### src/hw/rtl/srct_pkg.sv
`default_nettype none

package srct_pkg;

   // Default geometry
   localparam int ENTRIES_DEF   = 16;
   localparam int ADDR_BITS_DEF = 48;

   // Fixed field widths
   localparam int SIZE_W   = 48;
   localparam int TID_W    = 32;
   localparam int SLOT_W   = 4;
   localparam int STATUS_W = 2;

   // min_size after reset
   localparam logic [SIZE_W-1:0] MIN_SIZE_RST = SIZE_W'(4096);

   // Request codes
   typedef enum logic [1:0] {
      REQ_LOOKUP  = 2'd0,
      REQ_PREPARE = 2'd1,
      REQ_ASSIGN  = 2'd2,
      REQ_RELEASE = 2'd3
   } req_kind_type;

   // Result status codes
   typedef enum logic [STATUS_W-1:0] {
      STATUS_OK       = 2'd0,
      STATUS_INVALID  = 2'd1,
      STATUS_FULL     = 2'd2,
      STATUS_NO_MATCH = 2'd3
   } status_type;

endpackage

`default_nettype wire

### src/hw/rtl/srct_pick.sv
`default_nettype none

// Picks the newest entry among a set of matching entries.
// Ranks of valid entries are distinct, so at most one entry wins.
module srct_pick #(
   parameter int ENTRIES = srct_pkg::ENTRIES_DEF,
   parameter int RANK_W  = 4,
   parameter int IDX_W   = 4
) (
   input  logic [ENTRIES-1:0] match_vec,
   input  logic [RANK_W-1:0]  rank [ENTRIES],
   output logic               found,
   output logic [ENTRIES-1:0] onehot,
   output logic [IDX_W-1:0]   idx
);

   // An entry wins if no other matching entry is newer (lower rank)
   always_comb begin
      for (int i = 0; i < ENTRIES; i++) begin
         onehot[i] = match_vec[i];
         for (int j = 0; j < ENTRIES; j++) begin
            if (match_vec[j] && (rank[j] < rank[i])) begin
               onehot[i] = 1'b0;
            end
         end
      end
   end

   // Encode the winner
   always_comb begin
      idx = '0;
      for (int i = 0; i < ENTRIES; i++) begin
         if (onehot[i]) begin
            idx = idx | IDX_W'(i);
         end
      end
   end

   assign found = |match_vec;

endmodule

`default_nettype wire

### config.mk
export PLATFORM = sky130hd
export DESIGN_NAME = srct_pick
export DESIGN_NICKNAME = d
export VERILOG_FILES = /design/src/hw/rtl/srct_pkg.sv /design/src/hw/rtl/srct_pick.sv
export SDC_FILE = /design/constraint.sdc
export NUM_CORES = 1
export LEC_CHECK = 0
export ABC_AREA = 1
export BUFFER_PORTS_ARGS = -buffer_cell sky130_fd_sc_hd__buf_4
export CORE_MARGIN = 5
export CORE_UTILIZATION = 50
export DETAILED_ROUTE_END_ITERATION = 16
export PLACE_DENSITY_LB_ADDON = 0.15
export SYNTH_ARGS = -nofsm -noshare
export SYNTH_HDL_FRONTEND = slang
export SYNTH_SLANG_ARGS = --single-unit
### constraint.sdc
create_clock -name vclk -period 2.4
set_input_delay 0.12 -clock vclk [all_inputs]
set_output_delay 0.12 -clock vclk [all_outputs]
set_load 0.05 [all_outputs]
==> results of run 1 <==
-- final cells by class --
class,count,area [um2],share of cell area [%]
Tap cell,378,473,2.89
Timing Repair Buffer,194,1760,10.8
Inverter,516,1980,12.1
Multi-Input combinational cell,1969,12200,74.3
-- worst min-delay path, stage by stage --
cell     delay (ps)
buf_4           110
nor4_1           70
nand4_1         150
buf_4           210
-- synth_stat cells, drive strengths merged --
library cell	instances	area share (%)
a21oi	126	4.5
a22o	4	0.25
a31oi	4	0.18
a32oi	3	0.19
buf	20	0.90
clkbuf	1	0.035
ha	480	42
inv	516	14
nand2	939	25
nand3	146	5.2
nand4	9	0.40
nor2	232	6.2
nor4	4	0.18
o21a	2	0.11
o21ai	6	0.21
o21bai	14	0.74
-- metrics by stage --
step | setup TNS, ps | std cells | area (um2)
floorplan | 0 | 2506 | 14200
global placement | -275 | 3035 | 16000
detailed placement | -349 | 3035 | 16000
CTS | -60.9 | 3040 | 16100
global route | -153 | 3057 | 16400
finish | 0 | 3057 | 16400
-- power groups by stage --
stage	Combinational, uW	Sequential (uW)	Clock, uW
CTS	3330	0	0
global route	3900	0	0
detailed placement	3300	0	0
global placement	3190	0	0
floorplan	2130	0	0
finish	3430	0	0
-- cell families (layout without fill, tap and decap cells) --
kind of cell    count (synthesis)  count (layout)  synth area share (%)
compound gates                159             159                  6.12
simple gates                 1330            1330                  36.9
buf+inv                       537             710                  14.6
fa+ha+maj                     480             480                  42.4
-- routing by layer --
metal | up-vias | share of wire [%]
met5 | - | 0
met4 | 0 | 4.1
met3 | 129 | 8.8
met2 | 656 | 44
met1 | 7232 | 43
li1 | 8216 | -
-- final timing paths --
check / endpoint / cells past startpoint / slack [ps]
worst min-delay path: found / 4 / 780
worst max-delay path: idx[1] / 17 / 60
-- what timing repair did --
action / 4_1_cts / 5_1_grt
gates resized for setup: 8 / 28
setup buffers: 5 / 17
pin swaps: 0 / 2
setup endpoints to repair: 4 / 4
cloned: 0 / 0
==> flow_summary.ini, run 1 <==
[status]
outcome = complete, no violations

[global_routing]
use_met3_pct = 3.48
grtUsageMet1_pct = 43.9
grt_pass1_wl_mm = 81.9
gr-usage-met2_pct = 55.7
grt_max_degree = 18
busiest_layer = met2
antenna_found_initial = 0
grt_use_total_pct = 33.2
first_global_vias = 15071
gr-total-overflow = 0

[finish]
fin_nets = 3241
nFlopsAndLatches = 0
nClkBuffers = 0
layout_commonest_cell = nand2_1
layout_common_cells = nand2_1, inv_1, ha_1, nor2_1, buf_4
nFillCells = 2831
finish.utilization_pct = 58.8
regArea_um2 = 0
syn2layout_area_growth_pct = 15.6
diodes = 0
drive_gt1_share_pct = 8.55

[placement]
numPortBuffers = 101
place_congestion = 0.986
dp_slack_ps = -127
dp_hpwl_mm = 41.7

[logic_synthesis]
syn-mean-instance-area_um2 = 5.65
synth_cells = 2506
ys_types = 21
yosys_warnings = 0
seq_area_frac_synth_pct = 0
syn_nets = 3066
netlist_area_mm2 = 0.0142

[floorplan]
die_h_um = 178
dieArea_mm2 = 0.0318
io-pin-count = 101
coreArea_mm2 = 0.0279
die_w_um = 178
num_rows = 61
initial_utilization_pct = 50.8

[timing]
finalHoldViolations = 0
setup_ws_ps = 56.3
slew_headroom_pct = 52.4
maxSlewViolCount = 0
max_freq_mhz = 427
period_needed_ps = 2340
setup-violations-final = 0
tightestPinTransition_ps = 713
period_share_pct = 97.7
whs_ps = 785

[clock_network]
cts_hold_buffers = 0

[worst_setup_path]
cp.arrival_ps = 2220
cp-end-kind = output port
path_common_cell = nand2_1
critical_path.top_delay_family = simple AND/OR/NAND/NOR gates
critPathLaunch = rank[34]
critPathMaxFanout = 9
crit_type = in -> out
crit_slowest_cell = inv_1
path_cells = buf_4 -> inv_1 -> ha_1 -> nand2_1 -> inv_1 -> nand2_1 -> nand2_1 -> nand2_1 -> nand2_1 -> inv_1 -> nand2_1 -> nor2_1 -> nand2_2 -> nand2_2 -> nor2_2 -> nand2_1 -> buf_6
start_kind = primary input
slowest_delay_ps = 290
cp.required_ps = 2280
timing.critical_path.buf_inv = 5

[power]
pwr-share-comb_pct = 100.0
p_int_uw = 1270
p_sw_share_pct = 63.0
pwr-share-clk_pct = 0
p_per_area_mw_per_mm2 = 210
seq_power_share_pct = 0
switchingPower_uw = 2160
total_power_uw = 3430
peakVddDrop_v = 0.000116
leakage_uw = 0.0109

[routing]
final_antenna_net_count = 0
first_iter_violations = 1129
wl_per_cell_um = 17.6
viasPerCell = 5.31
num_vias = 16233
firstDrtPassIters = 8
drc_errors = 0
routed_wl_mm = 53.9

[worst_hold_path]
min_path_type = in -> out
min_from = match_vec[15]

[job]
cap_violations = 0
(Power assumes the default switching activity.)
==> inputs of run 2 (changes only) <==
--- a/config.mk
+++ b/config.mk
@@ -8,7 +8,7 @@
 export ABC_AREA = 1
 export BUFFER_PORTS_ARGS = -buffer_cell sky130_fd_sc_hd__buf_4
 export CORE_MARGIN = 5
-export CORE_UTILIZATION = 50
+export CORE_UTILIZATION = 55
 export DETAILED_ROUTE_END_ITERATION = 16
 export PLACE_DENSITY_LB_ADDON = 0.15
 export SYNTH_ARGS = -nofsm -noshare
==> run 2 against run 1 <==
  * Global-route usage is 1.8 points higher
  * Final cell count is 2.1% lower
  * Total power is 1.1% lower
  * Sequential cell count stayed put
  * Combinational power is 1% lower
==> flow_summary.ini, run 2 (synthesis gave the netlist of run 1 again) <==
[finish]
layout_common_cells = nand2_1, inv_1, ha_1, nor2_1, buf_4
regArea_um2 = 0
diodes = 0
drive_gt1_share_pct = 7.66
layout_commonest_cell = nand2_1
finish.utilization_pct = 63.7
syn2layout_area_growth_pct = 13.6
fin_nets = 3226
nFlopsAndLatches = 0
nFillCells = 2481
nClkBuffers = 0

[worst_setup_path]
cp-end-kind = output port
start_kind = primary input
cp.required_ps = 2280
critPathMaxFanout = 8
crit_type = in -> out
path_common_cell = nand2_1
cp.arrival_ps = 2220
timing.critical_path.buf_inv = 6
critical_path.top_delay_family = buffers and inverters
slowest_delay_ps = 260
path_cells = buf_4 -> clkinvlp_4 -> buf_4 -> ha_1 -> nand2_1 -> inv_1 -> nand2_1 -> nand3_1 -> nand2_1 -> inv_1 -> nand2_1 -> nor2_1 -> nand2_1 -> nand2_1 -> nor2_1 -> nand2_1 -> buf_4
crit_slowest_cell = clkinvlp_4

[routing]
num_vias = 16375
first_iter_violations = 1460
final_antenna_net_count = 0
wl_per_cell_um = 17.6
firstDrtPassIters = 5
routed_wl_mm = 52.8
drc_errors = 0
viasPerCell = 5.47

[status]
outcome = complete, no violations

[floorplan]
num_rows = 58
io-pin-count = 101
initial_utilization_pct = 56.1
die_w_um = 170
dieArea_mm2 = 0.0291
coreArea_mm2 = 0.0253
die_h_um = 170

[global_routing]
first_global_vias = 14912
grt_max_degree = 18
antenna_found_initial = 0
grt_use_total_pct = 35.0
gr-total-overflow = 0
grt_pass1_wl_mm = 80.3

[timing]
maxSlewViolCount = 0
period_needed_ps = 2340
setup_ws_ps = 60.4
slew_headroom_pct = 65.0
max_freq_mhz = 427
finalHoldViolations = 0
whs_ps = 774
period_share_pct = 97.5
tightestPinTransition_ps = 520
rsz0062_at_grt = false
setup-violations-final = 0

[power]
p_per_area_mw_per_mm2 = 211
peakVddDrop_v = 0.000152
leakage_uw = 0.0108

[worst_hold_path]
min_path_type = in -> out
holdPathStages = 4
min_from = match_vec[14]
min_to = found

[placement]
numPortBuffers = 101
dp_slack_ps = -2.45
dp_hpwl_mm = 40.7
place_congestion = 0.999

[job]
cap_violations = 0

[clock_network]
cts_hold_buffers = 0
run 2: cell count changes in the layout (fill, tap and decap cells not counted), sizes merged:
cell,delta
buf,-16
inv,+2
clkinvlp,-1
run 2: repair_timing:
| action | CTS | global route |
|---|---|---|
| pin swaps | 0 | 0 |
| resized for setup | 1 | 19 |
| setup endpoints to repair | 2 | 4 |
| endpoints found under the hold margin | 0 | 0 |
| gates cloned | 0 | 1 |
| buffers inserted | 0 | 15 |
run 2: through the flow:
step                total power (uW)  std cells  setup TNS [ps]  cell area (um2)
global placement                3140       2978           -47.1            15900
floorplan                       2130       2506               0            14200
CTS                             3280       2978               0            15900
finish                          3390       2994               0            16100
global route                    3840       2994               0            16100
detailed placement              3260       2978           -4.85            15900
run 2: per-layer routing:
layer / global-route usage [%] / part of all wire (%)
met1: 46.6 / 42
met2: 56.9 / 43
met3: 4.09 / 9.4
met4: 15.8 / 6.1
met5: 0 / 0
run 2: area by class of cell:
type / count / area (um2) / share of cell area [%]
Multi-Input combinational cell: 1969 / 12100 / 75.5
Inverter: 516 / 1970 / 12.2
Timing Repair Buffer: 178 / 1560 / 9.67
Tap cell: 330 / 413 / 2.57
Timing Repair inverter: 1 / 7.51 / 0.0466
run 2: worst max-delay path by stage:
stage / startpoint / endpoint / depth (start not counted)
after global routing: rank[30] / idx[1] / 17
after floorplan: rank[11] / onehot[0] / 8
after CTS: rank[44] / idx[2] / 17
after global placement: rank[44] / idx[2] / 17
after detailed placement: rank[28] / idx[2] / 17
final: rank[30] / idx[3] / 17
run 2: power breakdown:
| group | internal (uW) | switching, uW | total [uW] |
|---|---|---|---|
| clock | 0 | 0 | 0 |
| combinational | 1240 | 2150 | 3390 |
| sequential | 0 | 0 | 0 |
